===== src/rtl/rgi_pkg.sv =====
package rgi_pkg;

  localparam int IMAGE_WIDTH = 176;
  localparam int COL_W       = $clog2(IMAGE_WIDTH + 1);
  localparam int ADDR_W      = $clog2(IMAGE_WIDTH);

  localparam int PIX_W       = 8;
  localparam int ROW_W       = 18;
  localparam int AREA_W      = 24;

  // 3R + 6G + B fits in 12 bits; divide by 10 as (x * 6554) >> 16
  localparam int GRAY_SUM_W  = 12;
  localparam int RECIP_W     = 13;
  localparam int RECIP_10    = 6554;
  localparam int RECIP_SHIFT = 16;
  localparam int PROD_W      = GRAY_SUM_W + RECIP_W;

  localparam int QUEUE_DEPTH = 4;
  localparam int QPTR_W      = $clog2(QUEUE_DEPTH);
  localparam int QCNT_W      = $clog2(QUEUE_DEPTH + 1);

  typedef struct packed {
    logic [PIX_W-1:0] gray;
    logic [COL_W-1:0] col;
    logic             in_line;
    logic             first_row;
    logic             row_start;
  } item_t;

  typedef struct packed {
    logic full;
    logic empty;
  } queue_stat_t;

endpackage


===== src/rtl/rgi_queue.sv =====
module rgi_queue (
  input  logic                 clk,
  input  logic                 rst,
  input  logic                 push,
  input  rgi_pkg::item_t       push_item,
  input  logic                 pop,
  output rgi_pkg::item_t       head,
  output rgi_pkg::queue_stat_t stat
);
  import rgi_pkg::*;

  item_t             entries [QUEUE_DEPTH];
  logic [QPTR_W-1:0] wr_ptr;
  logic [QPTR_W-1:0] rd_ptr;
  logic [QCNT_W-1:0] count;

  always_comb begin
    head       = entries[rd_ptr];
    stat.full  = count == QCNT_W'(QUEUE_DEPTH);
    stat.empty = count == '0;
  end

  always_ff @(posedge clk) begin
    if (push) begin
      entries[wr_ptr] <= push_item;
    end
  end

  always_ff @(posedge clk) begin
    if (rst) begin
      wr_ptr <= '0;
      rd_ptr <= '0;
      count  <= '0;
    end else begin
      if (push) begin
        wr_ptr <= (wr_ptr == QPTR_W'(QUEUE_DEPTH - 1)) ? '0 : wr_ptr + QPTR_W'(1);
      end
      if (pop) begin
        rd_ptr <= (rd_ptr == QPTR_W'(QUEUE_DEPTH - 1)) ? '0 : rd_ptr + QPTR_W'(1);
      end
      if (push && !pop) begin
        count <= count + QCNT_W'(1);
      end else if (pop && !push) begin
        count <= count - QCNT_W'(1);
      end
    end
  end

endmodule


===== config.mk =====
export PLATFORM = sky130hd
export DESIGN_NAME = rgi_queue
export DESIGN_NICKNAME = d
export VERILOG_FILES = /design/src/rtl/rgi_pkg.sv /design/src/rtl/rgi_queue.sv
export SDC_FILE = /design/constraint.sdc
export NUM_CORES = 1
export LEC_CHECK = 0
export ABC_AREA = 1
export BUFFER_PORTS_ARGS = -buffer_cell sky130_fd_sc_hd__clkbuf_2
export CAP_MARGIN = 20
export CORE_MARGIN = 3
export CORE_UTILIZATION = 56
export CTS_CLUSTER_DIAMETER = 40
export DETAILED_ROUTE_END_ITERATION = 6
export PLACE_DENSITY = 0.76
export SETUP_SLACK_MARGIN = 0.05
export SLEW_MARGIN = 20
export SYNTH_ARGS = -nofsm -noshare
export SYNTH_HDL_FRONTEND = slang
export SYNTH_SLANG_ARGS = --single-unit

===== constraint.sdc =====
create_clock -name clk -period 1.6 [get_ports clk]
set_clock_uncertainty 0.1 [all_clocks]
set_input_delay 0.08 -clock clk [delete_from_list [all_inputs] [get_ports clk]]
set_output_delay 0.08 -clock clk [all_outputs]
set_load 0.1 [all_outputs]

======== Word-level counts from Yosys, hierarchy flattened ========
Memories as Yosys holds them, arrays and structs flattened. A register that Yosys moved wholly into a read port is not among the register bits.
Index checks and enable logic that the tools add are counted.
storage, ports and cells
  register bits after elaboration ......... 7
  latch bits .............................. 0
  memory bits (writable) .................. 76
  memory bits (read-only) ................. 0
  input port bits ......................... 23
  output and inout port bits .............. 21
  word-level logic and storage cells ...... 25
  memories kept ........................... 1
operators by class
  add/subtract/negate cells ............... 4
  $mul .................................... 0
  div/mod/pow operators ................... 0
  magnitude comparators ................... 0
  equality and inequality tests ........... 3
  shift operators ......................... 0
  muxes and demuxes ....................... 8
  bitwise logic cells ..................... 0
  reduce and logical (&&, ||, !) cells .... 6
memories
  name     depth  width  rd ports  clocked after memory_dff  write ports  RTL line         source
  entries  4      19     1         1                         1            rgi_queue.sv:12  item_t entries [QUEUE_DEPTH];
operator list
  cell                   number
  $mux W2                4
  $mux W3                2
  $add A2 B1 Y2 const B  2
  $eq A2 B2 Y1 const B   2
  $add A3 B1 Y3 const B  1
  $eq A3 B3 Y1 const B   1
  $logic_not A3 Y1       1
  $sub A3 B1 Y3 const B  1
  $logic_and A1 B1 Y1    2
  $logic_not A1 Y1       2
  $mux W1                2
  $reduce_bool A2 Y1     1

======== Longest topological paths before layout ========
  word-level depth ........................ 4
  gate-level depth with buffers ........... 10
  depth with buffers taken out ............ 10

======== Least setup slack after synthesis ========
No wires, ideal clock.
  path type ............................... register to output
  start point ............................. register count[0]
  end point ............................... output stat[0] (netlist bit)
  arrival time ............................ 2418 ps
  data required time ...................... 1420 ps
  path slack .............................. -998 ps
  stages on the path, launching flop included .. 2
  buffers on the path ..................... 0
  cells stage by stage .................... dfxtp_1 > nor3_1
RTL lines
  item                    RTL line         source
  from (decl)             rgi_queue.sv:15  logic [QCNT_W-1:0] count;
  from (signal assigned)  rgi_queue.sv:42  count <= count + QCNT_W'(1);
  from (signal assigned)  rgi_queue.sv:44  count <= count - QCNT_W'(1);
  to (decl)               rgi_queue.sv:8   output rgi_pkg::queue_stat_t stat

==> results.sh <==
export IMPL_status="finished, violations left"
export IMPL_violations="negative setup slack"
export IMPL_drt_antenna_violating_nets=0
export IMPL_firstDrtPassIters=5
export IMPL_detail_route_iter0_violations=185
export IMPL_die_y_um=82.9
export IMPL_swShare_pct=32.6
export IMPL_vdd_drop_max_v=0.00128
export IMPL_crit_arrival_ns=1.55
export IMPL_endpoint_kind="primary output"
export IMPL_power_w=0.00597
export IMPL_grt_pass1_wl_um=13700
export IMPL_pre_cts_ws_ns=0.100
export IMPL_regArea_um2=2470
export IMPL_gp_congestion=0.768
export IMPL_ios=44
export IMPL_synth_edf_count=76
export IMPL_worst_pin_slew_ns=0.312
export IMPL_start_kind="flop"
export IMPL_dieArea_um2=6880
export IMPL_synth_area_um2=3310
export IMPL_overflow=0
export IMPL_p_leak_nw=1.82
export IMPL_hold_viol=0
export IMPL_die_w_um=82.9
export IMPL_max_freq_mhz=579
export IMPL_fin_nets=357
export IMPL_num_rows=27
export IMPL_synth_avg_cell_area_um2=13.6
export IMPL_synth_seq_cells=85
export IMPL_cts_tree="built"
export IMPL_grt_pass1_vias=2504
export IMPL_setup_ws_ns=-0.126
export IMPL_wl_um=9650
export IMPL_grt_util_all_layers_pct=26.6
export IMPL_seqPwrFrac_pct=43.5
export IMPL_yosys_most_used_dff="edfxtp_1"
export IMPL_yosysUniqueCellTypes=23
export IMPL_grt_start_max_net_pins=23
export IMPL_via_per_inst=5.92
export IMPL_rsz0062_at_grt="true"
export IMPL_r2r_cells=6
export IMPL_p_comb_share_pct=29.2
export IMPL_clkTransAtPathRegs_ns=0.09
export IMPL_power_density_nw_per_um2=1200
export IMPL_filler_cell_count=219
export IMPL_synthesis_nets=273
export IMPL_crit_path_max_fanout=11
export IMPL_slew_violations=0
export IMPL_yosysSeqAreaShare_pct=74.3
export IMPL_finalSetupViolations=19
export IMPL_numPortBuffers=43
export IMPL_clkPwrFrac_pct=27.2
export IMPL_slew_headroom_pct=79.1
export IMPL_netlist_instances=243
export IMPL_post_route_period_util_pct=108
export IMPL_htree_levels=3
export IMPL_async_flop_share_pct=0
export IMPL_yosys_warnings=0
export IMPL_core_um2=5610
export IMPL_final_common_cell="edfxtp_1"
export IMPL_cts_sinks=85
export IMPL_vias=2393
export IMPL_hold_path_class="in2reg"
export IMPL_cts_setup_buffers=0
export IMPL_maxCapViolCount=0
export IMPL_wl_per_cell_um=23.9
export IMPL_syn_to_final_growth_pct=49.6
export IMPL_multi_input_area_um2=1120
export IMPL_final_cell_mix="edfxtp_1 (76), buf_12 (25), nor2_1 (24)"
export IMPL_root_buffer="clkbuf_8"
export IMPL_start_util_pct=59.1
export IMPL_whs_path_depth=4
export IMPL_period_needed_ns=1.73
export IMPL_criticalPathCategory="reg2out"
export IMPL_antenna_found_initial=0
export IMPL_dp_cells=362
export IMPL_power_switching_w=0.00195
export IMPL_clk_latency_ns=0.36
export IMPL_post_dp_hpwl_um=4320
export IMPL_clock_path_buffers=2
export IMPL_instances_no_fill=404
export IMPL_crit_required_ns=1.42
export IMPL_numCtsBuffers=9
export IMPL_drive_gt1_share_pct=43.4
export IMPL_power_internal_w=0.00402
export IMPL_drc=0
export IMPL_diodes=0
[worst paths after layout]
kind,end,slack (ns),from
worst max-delay path,head[13],-0.13,flop
worst min-delay path,flop,0.11,pop
worst max register to register,count[2]$_SDFFE_PP0P_,0.10,count[0]$_SDFFE_PP0P_
worst min register to register,wr_ptr[1]$_SDFFE_PP0P_,0.46,wr_ptr[1]$_SDFFE_PP0P_
[power groups by stage]
stage	Combinational (W)	Sequential [W]	Clock, W
6_report	0.00175	0.00260	0.00163
5_1_grt	0.00181	0.00261	0.00171
4_1_cts	0.00167	0.00258	0.00158
3_5_place_dp	0.00153	0.00262	0
3_3_place_gp	0.00151	0.00262	0
2_1_floorplan	0.00104	0.00261	0
[layer usage]
| metal | track usage [%] | routed length (um) |
|---|---|---|
| met1 | 32.7 | 3770 |
| met2 | 45.0 | 5070 |
| met3 | 6.65 | 530 |
| met4 | 11.0 | 286 |
| met5 | 0 | 0 |
[cell usage after synthesis (3+ instances only)]
cell type	n	area, um^2
a21oi_1	3	15.0
edfxtp_1	76	2280
ha_1	6	75.1
dfxtp_1	9	180
nor2_1	43	161
o21ai_0	39	195
nor3_1	4	20.0
buf_6	5	56.3
inv_1	14	52.6
nand2_1	8	30.0
nor2_2	3	18.8
o22ai_1	19	119
[worst max-delay path: stages (launching register included)]
cell and delay (ns):
dfxtp_4 0.45, buf_12 0.16, o21ai_1 0.14, o22ai_4 0.22
buf_12 0.20
[flip-flops by register name (all words and copies together) (netlist names), named ones only]
register,cells
wr_ptr,2
entries,76
rd_ptr,2
count,3
[logic make-up after synthesis]
family	Yosys count	share of synthesized area [%]
flops	85	74.3
fa+ha+maj	7	2.87
xor+xnor	1	0.264
compound gates	63	10.5
simple gates	60	7.29
buf+inv	27	4.83
[through the flow]
stage | cell area, um^2 | setup TNS, ns | utilization [%] | hold WS (ns)
global route | 4960 | -2.36 | 88.4 | 0.118
detailed placement | 4230 | 0 | 75.5 | 0.202
finish | 4960 | -1.51 | 88.4 | 0.109
CTS | 4860 | -0.592 | 86.7 | 0.0698
global placement | 4230 | 0 | 75.5 | 0.200
floorplan | 3590 | -0.306 | - | 0.0524
[cell type report]
cell class / count / area share [%]
Inverter: 16 / 1.46
Timing Repair Buffer: 84 / 20.2
Sequential cell: 85 / 49.8
Multi-Input combinational cell: 131 / 22.5
Clock buffer: 11 / 2.65
Clock inverter: 5 / 1.51
Tap cell: 72 / 1.82
[timing repair]
item | in CTS | in global routing
endpoints found under the setup margin | 19 | 19
endpoints found under the hold margin | 85 | 0
hold buffers | 23 | 0
gates cloned | 2 | 1
pin swaps | 1 | 2
gates resized for setup | 79 | 20
Note: power is estimated with default switching activity, not from simulation.
