===== src/rtl/rgi_pkg.sv =====
package rgi_pkg;

  localparam int IMAGE_WIDTH = 176;
  localparam int COL_W       = $clog2(IMAGE_WIDTH + 1);
  localparam int ADDR_W      = $clog2(IMAGE_WIDTH);

  localparam int PIX_W       = 8;
  localparam int ROW_W       = 18;
  localparam int AREA_W      = 24;

  // 3R + 6G + B fits in 12 bits; divide by 10 as (x * 6554) >> 16
  localparam int GRAY_SUM_W  = 12;
  localparam int RECIP_W     = 13;
  localparam int RECIP_10    = 6554;
  localparam int RECIP_SHIFT = 16;
  localparam int PROD_W      = GRAY_SUM_W + RECIP_W;

  localparam int QUEUE_DEPTH = 4;
  localparam int QPTR_W      = $clog2(QUEUE_DEPTH);
  localparam int QCNT_W      = $clog2(QUEUE_DEPTH + 1);

  typedef struct packed {
    logic [PIX_W-1:0] gray;
    logic [COL_W-1:0] col;
    logic             in_line;
    logic             first_row;
    logic             row_start;
  } item_t;

  typedef struct packed {
    logic full;
    logic empty;
  } queue_stat_t;

endpackage


===== src/rtl/rgi_back.sv =====
module rgi_back (
  input  logic                       clk,
  input  logic                       rst,
  input  rgi_pkg::item_t             head,
  input  logic                       head_valid,
  output logic                       pop,
  output logic                       out_valid,
  input  logic                       out_ready,
  output logic [rgi_pkg::AREA_W-1:0] area_sum,
  output logic [rgi_pkg::PIX_W-1:0]  gray_value
);
  import rgi_pkg::*;

  logic [AREA_W-1:0] line_mem [IMAGE_WIDTH];

  logic [ROW_W-1:0]  row_sum;
  logic [ROW_W-1:0]  row_sum_next;
  logic              s1_valid;
  item_t             s1_item;
  logic [ROW_W-1:0]  s1_row;
  logic [AREA_W-1:0] mem_rd;
  logic              byp_hit;
  logic [AREA_W-1:0] byp_val;
  logic [AREA_W-1:0] above;
  logic [AREA_W-1:0] s1_area;
  logic              out_free;
  logic              s1_go;
  logic              hit_next;
  logic [ADDR_W-1:0] rd_addr;
  logic [ADDR_W-1:0] wr_addr;
  logic [AREA_W-1:0] out_area;
  logic [PIX_W-1:0]  out_gray;

  always_comb begin
    out_free = !out_valid || out_ready;
    s1_go    = s1_valid && out_free;
    pop      = head_valid && (!s1_valid || s1_go);

    rd_addr = head.col[ADDR_W-1:0];
    wr_addr = s1_item.col[ADDR_W-1:0];

    row_sum_next = (head.row_start ? '0 : row_sum) + ROW_W'(head.gray);

    // value above: zero in the first row and past the line store
    if (s1_item.first_row || !s1_item.in_line) begin
      above = '0;
    end else if (byp_hit) begin
      above = byp_val;
    end else begin
      above = mem_rd;
    end
    s1_area = AREA_W'(s1_row) + above;

    // the item leaving s1 writes on the same edge the new one reads
    hit_next = s1_go && s1_item.in_line && (s1_item.col == head.col);

    area_sum   = out_area;
    gray_value = out_gray;
  end

  always_ff @(posedge clk) begin
    if (s1_go && s1_item.in_line) begin
      line_mem[wr_addr] <= s1_area;
    end
    if (pop && head.in_line) begin
      mem_rd <= line_mem[rd_addr];
    end
  end

  always_ff @(posedge clk) begin
    if (pop) begin
      s1_item <= head;
      s1_row  <= row_sum_next;
      byp_hit <= hit_next;
      byp_val <= s1_area;
    end
    if (s1_go) begin
      out_area <= s1_area;
      out_gray <= s1_item.gray;
    end
  end

  always_ff @(posedge clk) begin
    if (rst) begin
      row_sum   <= '0;
      s1_valid  <= 1'b0;
      out_valid <= 1'b0;
    end else begin
      if (pop) begin
        row_sum  <= row_sum_next;
        s1_valid <= 1'b1;
      end else if (s1_go) begin
        s1_valid <= 1'b0;
      end
      if (s1_go) begin
        out_valid <= 1'b1;
      end else if (out_ready) begin
        out_valid <= 1'b0;
      end
    end
  end

endmodule


===== config.mk =====
export PLATFORM = sky130hd
export DESIGN_NAME = rgi_back
export DESIGN_NICKNAME = d
export VERILOG_FILES = /design/src/rtl/rgi_pkg.sv /design/src/rtl/rgi_back.sv
export SDC_FILE = /design/constraint.sdc
export NUM_CORES = 2
export LEC_CHECK = 0
export ABC_AREA = 0
export BUFFER_PORTS_ARGS = -buffer_cell sky130_fd_sc_hd__buf_2
export CORE_MARGIN = 8
export CORE_UTILIZATION = 55
export DETAILED_ROUTE_END_ITERATION = 10
export GPL_TIMING_DRIVEN = 0
export PLACE_DENSITY = 0.77
export REMOVE_ABC_BUFFERS = 1
export SYNTH_ARGS = -nofsm -noshare
export SYNTH_HDL_FRONTEND = slang
export SYNTH_MEMORY_MAX_BITS = 65536
export SYNTH_SLANG_ARGS = --single-unit

===== constraint.sdc =====
create_clock -name clk -period 27.8 [get_ports clk]
set_input_delay 4.17 -clock clk [delete_from_list [all_inputs] [get_ports clk]]
set_output_delay 4.17 -clock clk [all_outputs]
set_load 0.05 [all_outputs]

After elaboration in Yosys (flattened, before gate mapping)
Memories as Yosys holds them, arrays and structs flattened. A register that Yosys moved wholly into a read port is not among the register bits.
Cells that the tools add are included.
{"block": "word_totals", "ff_bits": 113, "mem_bits_rw": 4224, "output_inout_bits": 34, "word_cells": 38, "memories": 1}
{"block": "classes", "n_addsub": 2, "eq_ne": 1, "n_mux": 9, "reduce_logical": 13}
{"memory": "line_mem", "words": 176, "width": 24, "rd": 1, "rd_clocked_by_memory_dff": 1, "write_ports": 1, "line": "rgi_back.sv:14", "source": "logic [AREA_W-1:0] line_mem [IMAGE_WIDTH];"}
{"operator": "24-bit 2-to-1 mux", "count": 2}
{"operator": "18-bit by 24-bit adder with 24-bit output", "count": 1}
{"operator": "18-bit by 8-bit adder with 18-bit output", "count": 1}
{"operator": "18-bit 2-to-1 mux", "count": 1}
{"operator": "8-bit equality test", "count": 1}
{"operator": "1-bit 2-to-1 mux", "count": 6}
{"operator": "1-bit logical AND", "count": 5}
{"operator": "2-bit nonzero test", "count": 2}
{"operator": "1-bit zero test", "count": 3}
{"operator": "1-bit logical OR", "count": 3}

Longest topological paths before layout
{"block": "depth", "depth_word": 6, "mapped_depth": 14}

Least setup slack after synthesis
No wires, ideal clock.
{"block": "synth_path", "kind": "input port to output port", "from": "in out_ready", "to": "out pop", "t_arrival_ns": 6.869, "setup_slack_ns": 16.761, "path_stages": 4, "n_path_buf": 1, "path_cell_list": "nand2b_1 -> o21ai_0 -> inv_1 -> clkbuf_1"}
{"block": "synth_via", "elab_chain_cells": 4}
{"element": "start, declared", "line": "rgi_back.sv:8", "source": "input logic out_ready,"}
{"element": "1-bit logical OR", "line": "rgi_back.sv:35", "source": "out_free = !out_valid || out_ready;"}
{"element": "1-bit logical AND", "line": "rgi_back.sv:36", "source": "s1_go = s1_valid && out_free;"}
{"element": "1-bit logical OR", "line": "rgi_back.sv:37", "source": "pop = head_valid && (!s1_valid || s1_go);"}
{"element": "1-bit logical AND", "line": "rgi_back.sv:37"}
{"element": "end, declared", "line": "rgi_back.sv:6", "source": "output logic pop,"}
Every way passes these cells.

==> parameters.txt <==
Parameter                              Value

Status
  Result of the run ... complete, but fails checks
  Failing checks ... max-capacitance violations, max-slew violations

Clocking
  Clock latency on the worst-skew pair ... roughly 0.94 ns
  Clock slew seen by the registers of the worst setup and hold paths ... approximately 0.07 ns
  Number of instances resized during post-cts repair ... 0
  Clock sink total ... 4361
  Total number of H-tree levels ... 5
  Hold bufs inserted after CTS ... 0
  Largest buffer count on any clock path ... 4
  Post-CTS setup repair buffer count ... 0
  Clock root cell ... sky130_fd_sc_hd__clkbuf_16
  CTS tree ... done
  Clock buffer count from CTS ... 398

Timing
  Measured slew at the worst slew-check pin ... 1.542 ns
  Max transition margin ... -3.530%
  Final worst path period need ... 10.03 ns
  Worst hold slack ... roughly 0.42 ns
  Number of hold violations in the final report ... 0
  Unrepaired setup endpoints after global routing ... false
  Final count of pins violating max slew ... 7
  Final critical-path share of the clock period ... 36.07%
  Clk_skew ... approximately 0.055 ns
  Peak clock frequency supported by timing ... roughly 100 MHz
  Endpoints failing setup ... 0

Layout
  Fin nets ... ~7700
  Layout cell share with drive strength beyond 1 ... between 20% and 30%
  Final core area utilization ... a little over three fifths
  Area delta synth->final ... 13.38%
  Design area ... between 150000 and 200000 um^2

Placed design
  Cell Area, Placed ... roughly 180000 um^2
  Port buffer count ... 56
  HPWL after DPL ... roughly 250000 um
  Placer Congestion ... between 0.8 and 0.9

Floorplan
  Starting utilization of the core area ... roughly 55%
  Y dimension of the die ... ~570 um
  Width of the die ... roughly 570 um
  Number of ports placed on the die boundary ... 57
  Die footprint ... 321900 um^2
  Area of the core ... 302800 um^2
  Placement row count ... slightly above 200

Routing
  Via count ... approximately 83000
  Remaining DRCs ... 0
  Routed wire per std cell ... roughly 37 um
  ANT nets after route ... 0
  Wirelength, routed ... around 440000 um
  Length of the first detailed-routing pass in iterations ... 9
  DR vias/cell ... slightly below 7
  Number of violations reported at the end of detailed-routing iteration 0 ... about 13000

Global routing
  Met1 global-route usage ... between 30% and 40%
  Global routing usage on met2 ... between 40% and 50%
  GRT Overall Usage ... between 20% and 30%
  Layer with the highest usage ... met2
  Vias in the first global route ... about 83000
  Congestion Overflow GR ... 0
  Antenna violations before repair ... 24
  Global-route wire length before repair ... 614000 um
  Routing usage on met3 ... 7.941%
  Largest net degree at the start of global routing ... roughly 140

Critical path
  CP Data Required Time ... roughly 28 ns
  Setup CP Type ... in -> reg
  Critical path's top delay family ... simple AND/OR/NAND/NOR gates
  Crit-path cells ... buf_12 -> buf_16 -> buf_16 -> buf_16 -> buf_16 -> and2_1 -> nand2_1 -> nand4_1 -> nand4_1 -> nor3_1 -> a211oi_1
  Cell with the biggest individual delay on the critical path ... sky130_fd_sc_hd__nor3_1
  Combined buffer and inverter count along the critical path ... 5
  Capturing element type of the critical path ... flip-flop
  Library cell appearing most often on the critical path ... sky130_fd_sc_hd__buf_16
  Largest fanout of any net on the critical path ... a little over 100
  CP Launch Type ... input port
  Delay of the slowest cell on the worst path ... 1.15 ns
  Arrival time worst endpoint ... 10.56 ns

Power and ir drop
  Leakage ... slightly below 0.06 uW
  Worst VDD drop ... 0.05713 mV
  Pwr dens ... 73.68 nW/um^2
  Pwr Total ... 13970 uW

Synthesis
  Post-synthesis cell area ... around 170000 um^2
  Register area share after synthesis ... just under 80%
  Post-synth EDFFs ... 4341
  Dominant register cell in the synthesized netlist ... sky130_fd_sc_hd__edfxtp_1
  Count of yosys warnings during synthesis ... 0
  Mean instance size in the synthesized netlist ... around 23 um^2
  FF+latch count, synth ... 4361
  Share of synthesized flip-flops with an asynchronous set or reset ... 0%
  Netlist cell types ... between 50 and 60
  Post-synthesis instance total ... 7349

Job
  Number of max-capacitance violations reported ... 4

Worst hold path
  Hold WC Path Type ... reg -> reg
==> state kept, by name, summed over array words and instances, names as in the netlist <==
register    cells
area_sum       24
byp_hit         1
byp_val        24
gray_value      8
line_mem     4224
mem_rd         24
out_valid       1
row_sum        18
s1_item        10
s1_row         18
s1_valid        1
wr_addr         8
==> final timing paths <==
| kind | startpoint | endpoint | slack (ns) | cells past startpoint |
|---|---|---|---|---|
| max | head[3] | mem_rd[20] | 17.77 | 11 |
| min | s1_item[14] | gray_value[3] | 0.42 | 0 |
| min reg2reg | s1_item[14] | gray_value[3] | 0.42 | 0 |
| max reg2reg | byp_hit | line_mem[99][21] | 22.09 | 14 |
==> layout make-up <==
class	instances	area, um^2
clock inverter	257	2614
sequential	4361	130800
clock buffer	461	10390
inverter	11	43.79
timing repair buffer	283	4706
antenna	14	35.03
fill	18610	113200
tap	3978	4977
multi-input combinational	2568	36080
==> cells by family (layout without fill, tap and decap cells) <==
group / Yosys count / after routing / share of synthesized area, %
adders and majority gates: 28 / 28 / 0.2185
other: 0 / 14 / 0
AOI/OAI and AO/OA: 530 / 530 / 2.278
DFF: 4361 / 4361 / 78.19
and+or+nand+nor: 612 / 612 / 1.721
muxes: 1356 / 1356 / 16.09
xor gates and xnor gates: 42 / 42 / 0.2200
buffers and inverters: 420 / 1012 / 1.286
==> routing by layer <==
metal | vias up | share of wire [%]
met5 | - | 0.089
met4 | 12 | 5.5
met3 | 1080 | 14
met2 | 6471 | 46
met1 | 43210 | 34
li1 | 31940 | -
==> where the power goes <==
part / total [uW] / switching, uW / internal [uW] / leakage (uW)
logic: 992 / 673 / 319 / 0.0132
clock network: 5540 / 2410 / 3130 / 0.00632
registers: 7440 / 7.93 / 7430 / 0.0395
total: 14000 / 3090 / 10900 / 0.0591
==> placed cells by master, fill, tap and decap left out, types with 25 or more instances in the layout <==
master                       Yosys  layout
sky130_fd_sc_hd__clkbuf_1      172      54
sky130_fd_sc_hd__bufinv_16       0      48
sky130_fd_sc_hd__a21oi_1       101     101
sky130_fd_sc_hd__a22o_1         51      51
sky130_fd_sc_hd__o21ai_0        29      28
sky130_fd_sc_hd__buf_16          0      63
sky130_fd_sc_hd__clkinvlp_4      0      27
sky130_fd_sc_hd__nand4_1        53      53
sky130_fd_sc_hd__mux2i_1       290     290
sky130_fd_sc_hd__buf_6          30      29
sky130_fd_sc_hd__o22ai_1        63      63
sky130_fd_sc_hd__nor2b_1        40      35
sky130_fd_sc_hd__buf_8           0      77
sky130_fd_sc_hd__a221oi_1      120     120
sky130_fd_sc_hd__a211oi_1       39      39
sky130_fd_sc_hd__nand2_1       108      87
sky130_fd_sc_hd__edfxtp_1     4341    4341
sky130_fd_sc_hd__nor2_1        253      71
sky130_fd_sc_hd__ha_1           26      25
sky130_fd_sc_hd__nor2_4          0     181
sky130_fd_sc_hd__clkinv_2        0      81
sky130_fd_sc_hd__buf_2          96      51
sky130_fd_sc_hd__a22oi_1        63      63
sky130_fd_sc_hd__buf_12          0      61
sky130_fd_sc_hd__nand3_1        53      47
sky130_fd_sc_hd__mux4_2       1065    1065
sky130_fd_sc_hd__clkbuf_16       0     407
sky130_fd_sc_hd__clkinv_1        0      83
==> stage by stage <==
step / setup slack, ns / TNS, ns / cells
2_1_floorplan: 16.49 / 0 / 6940
3_3_place_gp: -19.39 / -411.59 / 10970
3_5_place_dp: 16.89 / 0 / 11200
4_1_cts: 17.91 / 0 / 11920
5_1_grt: 17.53 / 0 / 11920
6_report: 17.77 / 0 / 11930
==> synth_stat cells, types with 12 or more instances <==
master | instances | share of area [%]
sky130_fd_sc_hd__a211oi_1 | 39 | 0.18
sky130_fd_sc_hd__a21o_1 | 12 | 0.054
sky130_fd_sc_hd__a21oi_1 | 101 | 0.30
sky130_fd_sc_hd__a221oi_1 | 120 | 0.63
sky130_fd_sc_hd__a22o_1 | 51 | 0.27
sky130_fd_sc_hd__a22oi_1 | 63 | 0.28
sky130_fd_sc_hd__buf_1 | 50 | 0.11
sky130_fd_sc_hd__buf_2 | 96 | 0.29
sky130_fd_sc_hd__buf_4 | 61 | 0.27
sky130_fd_sc_hd__buf_6 | 30 | 0.20
sky130_fd_sc_hd__clkbuf_1 | 172 | 0.39
sky130_fd_sc_hd__dfxtp_1 | 20 | 0.24
sky130_fd_sc_hd__edfxtp_1 | 4341 | 78
sky130_fd_sc_hd__ha_1 | 26 | 0.19
sky130_fd_sc_hd__mux2i_1 | 290 | 1.7
sky130_fd_sc_hd__mux4_2 | 1065 | 14
sky130_fd_sc_hd__nand2_1 | 108 | 0.24
sky130_fd_sc_hd__nand2b_1 | 21 | 0.079
sky130_fd_sc_hd__nand3_1 | 53 | 0.16
sky130_fd_sc_hd__nand4_1 | 53 | 0.20
sky130_fd_sc_hd__nor2_1 | 253 | 0.57
sky130_fd_sc_hd__nor2b_1 | 40 | 0.15
sky130_fd_sc_hd__nor3_1 | 23 | 0.069
sky130_fd_sc_hd__o211ai_1 | 15 | 0.067
sky130_fd_sc_hd__o21ai_0 | 29 | 0.087
sky130_fd_sc_hd__o22ai_1 | 63 | 0.24
sky130_fd_sc_hd__or4_1 | 19 | 0.085
sky130_fd_sc_hd__xnor2_1 | 28 | 0.15
sky130_fd_sc_hd__xor2_1 | 14 | 0.073
(Power assumes the default switching activity.)
