<file path="src/rtl/rgi_pkg.sv">
package rgi_pkg;

  localparam int IMAGE_WIDTH = 176;
  localparam int COL_W       = $clog2(IMAGE_WIDTH + 1);
  localparam int ADDR_W      = $clog2(IMAGE_WIDTH);

  localparam int PIX_W       = 8;
  localparam int ROW_W       = 18;
  localparam int AREA_W      = 24;

  // 3R + 6G + B fits in 12 bits; divide by 10 as (x * 6554) >> 16
  localparam int GRAY_SUM_W  = 12;
  localparam int RECIP_W     = 13;
  localparam int RECIP_10    = 6554;
  localparam int RECIP_SHIFT = 16;
  localparam int PROD_W      = GRAY_SUM_W + RECIP_W;

  localparam int QUEUE_DEPTH = 4;
  localparam int QPTR_W      = $clog2(QUEUE_DEPTH);
  localparam int QCNT_W      = $clog2(QUEUE_DEPTH + 1);

  typedef struct packed {
    logic [PIX_W-1:0] gray;
    logic [COL_W-1:0] col;
    logic             in_line;
    logic             first_row;
    logic             row_start;
  } item_t;

  typedef struct packed {
    logic full;
    logic empty;
  } queue_stat_t;

endpackage

</file>
<file path="src/rtl/rgi_front.sv">
module rgi_front (
  input  logic                      clk,
  input  logic                      rst,
  input  logic [rgi_pkg::PIX_W-1:0] red,
  input  logic [rgi_pkg::PIX_W-1:0] green,
  input  logic [rgi_pkg::PIX_W-1:0] blue,
  input  logic                      row_start,
  input  logic                      frame_first_row,
  input  logic                      take,
  output rgi_pkg::item_t            item
);
  import rgi_pkg::*;

  logic [COL_W-1:0]      col_cnt;
  logic [COL_W-1:0]      col_cur;
  logic [COL_W-1:0]      col_cnt_next;
  logic                  in_line;
  logic [GRAY_SUM_W-1:0] red_w;
  logic [GRAY_SUM_W-1:0] green_w;
  logic [GRAY_SUM_W-1:0] weighted;
  logic [PROD_W-1:0]     prod;

  always_comb begin
    red_w    = (GRAY_SUM_W'(red) << 1) + GRAY_SUM_W'(red);
    green_w  = (GRAY_SUM_W'(green) << 2) + (GRAY_SUM_W'(green) << 1);
    weighted = red_w + green_w + GRAY_SUM_W'(blue);
    prod     = PROD_W'(weighted) * PROD_W'(RECIP_10);
  end

  always_comb begin
    col_cur = row_start ? '0 : col_cnt;
    in_line = col_cur < COL_W'(IMAGE_WIDTH);
    // saturate past the line store
    col_cnt_next = in_line ? col_cur + COL_W'(1) : col_cur;
  end

  always_comb begin
    item.gray      = prod[RECIP_SHIFT +: PIX_W];
    item.col       = col_cur;
    item.in_line   = in_line;
    item.first_row = frame_first_row;
    item.row_start = row_start;
  end

  always_ff @(posedge clk) begin
    if (rst) begin
      col_cnt <= '0;
    end else if (take) begin
      col_cnt <= col_cnt_next;
    end
  end

endmodule

</file>
<file path="config.mk">
export PLATFORM = sky130hd
export DESIGN_NAME = rgi_front
export DESIGN_NICKNAME = d
export VERILOG_FILES = /design/src/rtl/rgi_pkg.sv /design/src/rtl/rgi_front.sv
export SDC_FILE = /design/constraint.sdc
export NUM_CORES = 1
export LEC_CHECK = 0
export ABC_AREA = 1
export ABC_CLOCK_PERIOD_IN_PS = 7100
export BUFFER_PORTS_ARGS = -buffer_cell sky130_fd_sc_hd__buf_2
export CAP_MARGIN = 40
export CORE_MARGIN = 2
export CORE_UTILIZATION = 40
export DETAILED_ROUTE_END_ITERATION = 8
export RECOVER_POWER = 100
export SLEW_MARGIN = 10
export SYNTH_ARGS = -nofsm -noshare
export SYNTH_HDL_FRONTEND = slang
export SYNTH_SLANG_ARGS = --single-unit
</file>
<file path="constraint.sdc">
create_clock -name clk -period 7.1 [get_ports clk]
set_input_delay 0.355 -clock clk [delete_from_list [all_inputs] [get_ports clk]]
set_output_delay 0.355 -clock clk [all_outputs]
set_load 0.05 [all_outputs]
</file>
==> Word level (Yosys, flattened, before mapping) <==
Cells that the tools add are included.
{ "word_totals": {"ff_bits": 8, "output_inout_bits": 19, "wordCells": 10} }
{ "op_classes": {"n_mux": 2, "n_addsub": 5, "order_cmp": 1, "mul": 1} }
{ "op_table": {"columns": ["cell", "n"], "rows": [
  ["multiplier 12 x 12 -> 23 bit (second input constant)", 1],
  ["2-to-1 mux 8 bit", 2],
  ["adder 10 x 11 -> 12 bit", 1],
  ["adder 12 x 8 -> 12 bit", 1],
  ["adder 10 x 9 -> 11 bit", 1],
  ["adder 9 x 8 -> 10 bit", 1],
  ["adder 8 x 1 -> 8 bit (second input constant)", 1],
  ["less-than comparator 8 bit (second input constant)", 1]
]} }

==> Logic depth before layout (Yosys ltp) <==
Gate-level depths: netlist of the first run.
{ "logic_depth": {"word_depth": 4, "depth_mapped": 36} }

==> Worst setup path after synthesis of the first run <==
OpenSTA, ideal clock, no wires.
{ "synth_timing": {"path_type": "input-to-output", "start": "input port red[4] in the netlist's numbering", "end": "output port item[13] in the netlist's numbering", "arrival_ps": 7062, "required_time_ps": 6745, "path_slack_ps": -317, "n_path_buf": 0, "stages": 28, "cell_sequence": "inv_1 -> fa_1 -> inv_1 -> fa_1 -> inv_1 -> fa_1 -> inv_1 -> ha_1 -> a21oi_1 -> nand2_1 -> xor2_1 -> inv_1 -> ha_1 -> inv_1 -> fa_1 -> inv_1 -> fa_1 -> fa_1 -> inv_1 -> fa_1 -> inv_1 -> ha_1 -> nand2_1 -> nand2_1 -> o21bai_1 -> a21oi_1 -> nand2_1 -> xor2_1"} }
{ "synth_rtl": {"columns": ["element", "line_no", "text"], "rows": [
  ["start: declaration", "rgi_front.sv:4", "input logic [rgi_pkg::PIX_W-1:0] red,"],
  ["end: declaration", "rgi_front.sv:10", "output rgi_pkg::item_t item"]
]} }

==> flow_summary_export.csv, run 1 <==
group,metric,value,unit
clocking,cts_sinks,8,
place,io_buffers,45,
layout,reg_top3,"col_cnt (8)",
timing,setup_violations,0,
floorplanning,num_io_pins,48,
setup_path,crit_type,"primary input to output port",
floorplanning,start_util,0.409,
clocking,clk-insertion-delay-late,0.23,ns
yosys,yosysWarningCount,0,
clocking,cts-root-buf,"clkbuf_8",
drt,route.vias.total,3891,
setup_path,end_kind,"output port",
yosys,ys_types,31,
yosys,avgSynthCellArea,7.49,um2
floorplanning,die-area,11900,um2
timing,hold_violations,0,
yosys,syn-num-nets,770,
place,dp_cells,828,
timing,drv_slew,0,
global_route,grt_max_degree,11,
drt,first_pass_iters,4,
yosys,ys_seq_area_frac,0.0363,
setup_path,critPathLaunchType,"primary input",
clocking,clk_path_buf_depth,2,
global_route,grt_pass1_vias,4109,
floorplanning,die_w,109,um
global_route,overflow,0,
timing,rsz0062_at_grt,"true",
min_path,hp-class,"primary input to register",
run,cap_violations,0,
clocking,clk_pin_slew,0.04,ns
drt,ant_nets,0,
setup_path,crit_arrival,6.61,ns
setup_path,path_max_fanout,4,
drt,routed_wl,10100,um
yosys,synth.cell_area,4410,um2
drt,met3_length,216,um
timing,worst_pin_slew,0.621,ns
place,hpwl,8630,um
setup_path,crit_top_cell,"fa_1",
setup_path,slowest_delay,0.54,ns
global_route,grt_pass1_wl,16900,um
layout,design_area,6120,um2
layout,diodes,0,
floorplanning,die_h,109,um
clocking,numCtsBuffers,3,
layout,area_growth,38.7,%
setup_path,critPathSlowestCell,"fa_1",
layout,num-fill-cells,975,
layout,regMostFlops,"col_cnt",
layout,drive_above_1_share,0.329,
timing,max_freq,144,MHz
drt,routed.top_layer,"met4",
drt,route.detailed.drc,0,
drt,drt_iter0_drc,141,
timing,period_share,0.981,
drt,wl_per_cell,12.0,um
timing,finalClockSkew,0.000479,ns
floorplanning,core,10800,um2
drt,wl_met2,5270,um
outcome,status,"complete, no violations",
drt,wl_met1,4400,um
layout,fin_cells,840,
setup_path,required,6.74,ns
floorplanning,core.rowCount,38,
layout,seqCellArea,160,um2
global_route,antenna_found_initial,0,
yosys,synth-seq-cells,8,
place,routabilityCongestion,0.932,
timing,maxSlewHeadroom,0.588,
global_route,track_usage,0.173,
yosys,syn_inst,589,
drt,vias_per_cell,4.63,
clocking,cts_tree,"built",
place,placed_cell_area,5280,um2
layout,multiInputGateArea,4230,um2
timing,period_needed,6.96,ns
layout,largest_register_ffs,8,
clocking,h-tree-depth,1,
layout,layout.nets,883,
## final cells by class
class,count,share of cell area
clock buffers,3,0.00675
inverters,185,0.114
multi-input cells,390,0.691
flip-flops and latches,8,0.0262
well taps,140,0.0286
repair buffers,114,0.134
## cell usage after synthesis
| library cell | count | area [um2] |
|---|---|---|
| xor2_2 | 1 | 16.3 |
| nand2_1 | 100 | 375 |
| or2_2 | 1 | 6.26 |
| fa_1 | 61 | 1220 |
| inv_1 | 185 | 694 |
| nor3_1 | 6 | 30.0 |
| a21o_1 | 2 | 15.0 |
| a21oi_1 | 21 | 105 |
| a211oi_1 | 2 | 15.0 |
| buf_6 | 1 | 11.3 |
| nor2_2 | 1 | 6.26 |
| o21ai_0 | 7 | 35.0 |
| xnor2_2 | 1 | 16.3 |
| o21bai_1 | 2 | 15.0 |
| nand4_1 | 5 | 31.3 |
| nand2_2 | 4 | 25.0 |
| nand3b_1 | 2 | 15.0 |
| xnor2_1 | 2 | 17.5 |
| o211ai_2 | 1 | 12.5 |
| nand3_1 | 25 | 125 |
| a21boi_0 | 2 | 15.0 |
| clkbuf_1 | 1 | 3.75 |
| or2_1 | 1 | 6.26 |
| a31oi_1 | 1 | 6.26 |
| buf_4 | 4 | 30.0 |
| dfxtp_1 | 8 | 160 |
| nor2_1 | 40 | 150 |
| and3_1 | 1 | 6.26 |
| xor2_4 | 1 | 27.5 |
| ha_1 | 91 | 1140 |
| xor2_1 | 9 | 78.8 |
## what timing repair did
item / 4_1_cts / 5_1_grt
setup endpoints to repair: 8 / 8
buffers inserted: 1 / 8
hold buffers: 0 / 0
resized for setup: 53 / 105
pin swaps: 11 / 62
## metal layers
layer / global-route usage / up-vias
li1: - / 1982
met1: 0.214 / 1825
met2: 0.328 / 67
met3: 0.00956 / 17
met4: 0.0394 / 0
met5: 0 / -
## worst max-delay path, delay by kind of cell
kind	cells	cell delay, ns
fa+ha+maj	10	4.17
buf+inv	12	1.02
simple gates	7	0.73
xor+xnor	1	0.17
compound gates	1	0.12
## kinds of logic (layout without fill, tap and decap cells)
logic type / count (synthesis) / after routing / share of synthesized area
DFF: 8 / 8 / 0.0363
and+or+nand+nor: 186 / 186 / 0.176
buffers and inverters: 191 / 302 / 0.168
xor gates and xnor gates: 14 / 14 / 0.0355
adders and majority gates: 152 / 152 / 0.535
AOI/OAI and AO/OA: 38 / 38 / 0.0496
## placed cells by master (no fill, tap or decap), types with 3 or more instances in the layout
master and instances:
a21oi_4 3, fa_2 3, buf_4 63, clkbuf_8 3
inv_1 163, nand3_2 5, nor3_2 3, dfxtp_1 8
nor2_1 34, nand3_1 19, nand2_4 8, buf_2 25
a21oi_1 12, ha_4 25, inv_2 21, nand4_1 5
nor2_4 3, a21oi_2 6, nand2_1 72, xor2_1 4
buf_6 13, nor2_2 4, o21ai_0 6, nand2_2 23
xor2_4 6, fa_1 58, clkbuf_1 10, ha_1 65
## path summary, 6_finish.rpt
path | slack, ns | cells after the start | to | from
max | 0.14 | 31 | item[18] | green[1]
min | 0.36 | 2 | col_cnt[7] | rst
max reg2reg | 5.72 | 10 | col_cnt[3] | col_cnt[5]
min reg2reg | 0.47 | 2 | col_cnt[7] | col_cnt[7]
## per-stage QoR
stage                     hold slack, ns  utilization  setup slack (ns)  TNS [ns]
after detailed placement           0.469        0.489            -0.354     -2.26
final                              0.359        0.567             0.138         0
after global routing               0.363        0.567            -0.140    -0.634
after CTS                          0.359        0.517           0.00721         0
after global placement             0.453        0.489            -0.251     -1.34
after floorplan                    0.424            -          0.000985         0
Power of run 1 is left out: the tool's default activity adds up to more than one toggle a clock period on the data nets, which glitch-free logic cannot reach.
==> inputs of run 2 (changes only) <==
--- a/config.mk
+++ b/config.mk
@@ -5,13 +5,14 @@
 export SDC_FILE = /design/constraint.sdc
 export NUM_CORES = 1
 export LEC_CHECK = 0
-export ABC_AREA = 1
 export ABC_CLOCK_PERIOD_IN_PS = 7100
 export BUFFER_PORTS_ARGS = -buffer_cell sky130_fd_sc_hd__buf_2
 export CAP_MARGIN = 40
 export CORE_MARGIN = 2
 export CORE_UTILIZATION = 40
+export CTS_BUF_LIST = sky130_fd_sc_hd__clkbuf_16
 export DETAILED_ROUTE_END_ITERATION = 8
+export HOLD_SLACK_MARGIN = 0.06
 export RECOVER_POWER = 100
 export SLEW_MARGIN = 10
 export SYNTH_ARGS = -nofsm -noshare
==> flow_summary_export.csv, run 2 <==
group,metric,value,unit
global_route,grt_max_degree,11,
yosys,synthFlopType,"dfxtp_1",
timing,worst_pin_slew,0.607,ns
outcome,violations,"negative setup slack",
clocking,cts-root-buf,"clkbuf_16",
clocking,cts_tree,"built",
min_path,hold_depth,2,
yosys,netlist_top_cells_area,"fa_1, ha_1, inv_1, dfxtp_1, xnor2_1",
yosys,yosysWarningCount,0,
timing,maxSlewHeadroom,0.597,
layout,layout_commonest_cell,"inv_1",
global_route,grt_pass1_vias,3652,
setup_path,path_max_fanout,6,
clocking,clk_pin_slew,0.04,ns
yosys,synth_top_area_share,0.299,
yosys,yosysMostFrequentCell,"inv_1",
setup_path,crit_type,"primary input to output port",
floorplanning,die_w,105,um
timing,hold_slack,0.347,ns
layout,largest_register_ffs,8,
place,routabilityCongestion,0.852,
outcome,status,"finished with violations",
drt,route.detailed.drc,0,
drt,vias_per_cell,4.67,
setup_path,end_kind,"output port",
timing,setup-tns-final,-2.81,ns
timing,finalClockSkew,0.00226,ns
yosys,synth_largest_area_cell,"fa_1",
drt,drt_iter0_drc,70,
yosys,avgSynthCellArea,8.80,um2
timing,setup_ws,-0.403,ns
floorplanning,die-area,11000,um2
global_route,overflow,0,
clocking,clk-insertion-delay-late,0.23,ns
drt,routed_wl,8580,um
setup_path,r2r-end,"col_cnt[6]",
setup_path,crit_buf_inv,11,
global_route,grt_pass1_wl,15700,um
clocking,holdBufCountCts,0,
clocking,h-tree-depth,1,
yosys,synthArstFlopShare,0,
place,hpwl,7530,um
layout,layout.nets,769,
timing,max_freq,133,MHz
layout,final_cell_mix,"inv_1, buf_4, ha_1",
yosys,synth.cell_area,4080,um2
run,cap_violations,0,
clocking,cts_sinks,8,
drt,route.vias.total,3359,
layout,regMostFlops,"col_cnt",
drt,ant_nets,0,
min_path,min_to,"col_cnt[7]",
setup_path,critPathLaunchType,"primary input",
min_path,hp-class,"primary input to register",
layout,num-fill-cells,907,
place,io_buffers,45,
yosys,synth-seq-cells,8,
timing,hold_violations,0,
floorplanning,die_h,105,um
setup_path,crit_arrival,7.15,ns
floorplanning,core,9820,um2
drt,wl_per_cell,11.9,um
clocking,numCtsBuffers,3,
layout,reg_top3,"col_cnt (8)",
yosys,synthTopCellsByCount,"inv_1, ha_1, fa_1",
setup_path,crit_top_cell,"fa_1",
min_path,hold_start,"take",
timing,setup_violations,8,
drt,first_pass_iters,4,
timing,drv_slew,0,
global_route,track_usage,0.167,
timing,period_share,1.06,
setup_path,required,6.74,ns
layout,area_growth,42.9,%
clocking,clk_path_buf_depth,2,
layout,drive_above_1_share,0.346,
yosys,ys_seq_area_frac,0.0392,
setup_path,slowest_delay,0.52,ns
setup_path,path_delay_family,"adder cells",
global_route,antenna_found_initial,0,
timing,period_needed,7.50,ns
yosys,syn_inst,464,
setup_path,reg2regPathDepth,7,
setup_path,critPathSlowestCell,"fa_1",
floorplanning,start_util,0.416,
setup_path,r2r_start,"col_cnt[0]",
floorplanning,core.rowCount,36,
floorplanning,num_io_pins,48,
timing,rsz0062_at_grt,"true",
layout,diodes,0,
yosys,ys_types,43,
yosys,syn-num-nets,645,
yosys,synth_edf_count,0,
setup_path,r2r_slack,5.49,ns
[run 2: cell count changes after synthesis, moves of 8 or more]
cell / before / now
nor2_1: 40 / 19
a21oi_1: 21 / 13
nand2_1: 100 / 19
xnor2_1: 2 / 14
nand3_1: 25 / 3
inv_1: 185 / 144
nor2b_1: 0 / 9
[run 2: area by class of cell]
type | instances | area, um2 | share of cell area
inverter | 144 | 556 | 0.0952
sequential | 8 | 160 | 0.0275
timing repair buffer | 124 | 907 | 0.155
clock buffer | 3 | 75.1 | 0.0129
tap | 133 | 166 | 0.0285
multi-input combinational | 307 | 3970 | 0.680
[run 2: worst max path at each step]
stage	start	endpoint	slack (ns)	cells past startpoint
finish	red[2]	item[15]	-0.40	30
global route	red[2]	item[15]	-0.69	28
CTS	red[2]	item[18]	-0.40	26
detailed placement	red[2]	item[15]	-0.62	25
global placement	red[2]	item[18]	-0.56	26
floorplan	red[2]	item[15]	-0.28	23
[run 2: per-stage QoR]
stage,instance area [um2],utilization,std cells,setup slack [ns]
floorplan,4490,-,464,-0.282
global placement,5370,0.547,704,-0.558
detailed placement,5370,0.547,704,-0.615
CTS,5730,0.583,714,-0.398
global route,5830,0.594,719,-0.689
finish,5830,0.594,719,-0.403
[run 2: per-layer routing]
metal | vias to the layer above | track usage | wire length, um
met1 | 1621 | 0.213 | 3900
met2 | 40 | 0.325 | 4510
met3 | 2 | 0.00374 | 136
met5 | - | 0 | 0
met4 | 0 | 0.0133 | 29
li1 | 1696 | - | -
[run 2: logic make-up (layout without fill, tap and decap cells)]
family | Yosys count | in the layout | share of synthesized area
buffers and inverters | 149 | 271 | 0.140
XOR/XNOR | 25 | 25 | 0.0555
flip-flops | 8 | 8 | 0.0392
adder cells (fa/ha/maj) | 152 | 152 | 0.578
multiplexers | 3 | 3 | 0.00766
AO/OA/AOI/OAI | 53 | 53 | 0.0889
AND/OR/NAND/NOR | 74 | 74 | 0.0907
[run 2: timing repair]
action                                  CTS  global route
setup buffers                             7             5
endpoints found under the setup margin    8             8
pin swaps                                42            37
gates resized for setup                  50            19
gates cloned                              0             0
Power of run 2 is left out for the same reason.
==> inputs of run 3 (changes only) <==
--- a/config.mk
+++ b/config.mk
@@ -13,7 +13,9 @@
 export CTS_BUF_LIST = sky130_fd_sc_hd__clkbuf_16
 export DETAILED_ROUTE_END_ITERATION = 8
 export HOLD_SLACK_MARGIN = 0.06
+export PLACE_DENSITY_LB_ADDON = 0.3
 export RECOVER_POWER = 100
+export SKIP_CTS_REPAIR_TIMING = 1
 export SLEW_MARGIN = 10
 export SYNTH_ARGS = -nofsm -noshare
 export SYNTH_HDL_FRONTEND = slang
==> flow_summary_export.csv, run 3 (same netlist as run 2, synthesis figures left out) <==
group,metric,value,unit
clocking,clk_pin_slew,0.03,ns
layout,largest_register_ffs,8,
setup_path,slowest_delay,0.58,ns
layout,num-fill-cells,879,
drt,route.vias.total,3391,
global_route,grt_pass1_wl,14500,um
timing,maxSlewHeadroom,0.597,
timing,period_share,1.07,
clocking,cts-root-buf,"clkbuf_16",
min_path,hp-class,"primary input to register",
layout,regMostFlops,"col_cnt",
layout,area_growth,44.2,%
timing,max_freq,132,MHz
global_route,overflow,0,
clocking,clk_path_buf_depth,2,
timing,finalClockSkew,0.00262,ns
layout,final_util,0.599,
global_route,antenna_found_initial,0,
layout,seqCellArea,160,um2
outcome,status,"finished with violations",
setup_path,crit_buf_inv,8,
place,dp_slack,-0.669,ns
clocking,clk-insertion-delay-late,0.23,ns
layout,final_cell_mix,"inv_1, buf_4, ha_1",
floorplanning,die-area,11000,um2
setup_path,path_max_fanout,4,
floorplanning,start_util,0.416,
clocking,cts_sinks,8,
floorplanning,core.rowCount,36,
timing,setup_ws,-0.478,ns
floorplanning,num_io_pins,48,
place,hpwl,7450,um
drt,vias_per_cell,4.72,
clocking,h-tree-depth,1,
drt,route.detailed.drc,0,
drt,first_pass_iters,4,
setup_path,crit_type,"primary input to output port",
layout,drive_above_1_share,0.350,
outcome,violations,"negative setup slack",
setup_path,required,6.74,ns
timing,setup_violations,8,
setup_path,critPathLaunchType,"primary input",
timing,hold_slack,0.348,ns
setup_path,crit_top_cell,"fa_1",
layout,diodes,0,
layout,reg_top3,"col_cnt (8)",
drt,ant_nets,0,
setup_path,crit_arrival,7.22,ns
drt,drt_iter0_drc,50,
layout,layout_commonest_cell,"inv_1",
timing,worst_pin_slew,0.608,ns
timing,hold_violations,0,
clocking,cts_tree,"built",
global_route,grt_max_degree,11,
floorplanning,die_w,105,um
timing,drv_slew,0,
layout,layout.nets,769,
run,cap_violations,0,
global_route,grt_pass1_vias,3554,
place,routabilityCongestion,0.821,
global_route,track_usage,0.155,
place,io_buffers,45,
drt,routed_wl,8610,um
clocking,numCtsBuffers,3,
setup_path,end_kind,"output port",
timing,rsz0062_at_grt,"true",
layout,multiInputGateArea,4020,um2
setup_path,path_delay_family,"adder cells",
drt,wl_per_cell,12.0,um
floorplanning,die_h,105,um
timing,period_needed,7.58,ns
setup_path,critPathSlowestCell,"fa_2",
floorplanning,core,9820,um2
==> run 3: cell count changes in the layout (fill, tap and decap cells not counted), moves of 2 or more <==
cell / change
a21oi_2: -3
a21oi_4: +3
buf_2: -2
buf_6: +2
ha_1: -2
==> run 3: final timing paths <==
check	depth (start not counted)	slack, ns	start	to
min reg2reg	2	0.50	col_cnt[7]	col_cnt[7]
max	28	-0.48	green[1]	item[16]
max reg2reg	7	5.49	col_cnt[0]	col_cnt[6]
min	2	0.35	take	col_cnt[7]
==> run 3: metal layers <==
metal,global-route usage,part of all wire
met1,0.192,0.43
met2,0.304,0.54
met5,0,0
met4,0.0162,0.011
met3,0.00437,0.020
==> run 3: per-stage QoR <==
stage	cell area, um2	cells	setup TNS, ns
after floorplan	4490	464	-1.29
after global placement	5370	706	-4.15
after detailed placement	5370	706	-4.98
after CTS	5440	709	-4.99
after global routing	5880	719	-5.04
final	5880	719	-3.15
==> run 3: layout make-up <==
type | instances | share of cell area
multi-input cells | 307 | 0.683
repair buffers | 124 | 0.154
inverters | 144 | 0.0948
well taps | 133 | 0.0283
flip-flops and latches | 8 | 0.0272
clock buffers | 3 | 0.0128
==> run 3: worst reg2reg max path, stage by stage, from the launching register on <==
cell and delay, ns:
dfxtp_1 0.39, nor2b_1 0.25, ha_1 0.21, inv_1 0.05, a211o_1 0.26, nor2_1 0.14
xor2_1 0.15, nor2_1 0.05
Power of run 3 is left out for the same reason.
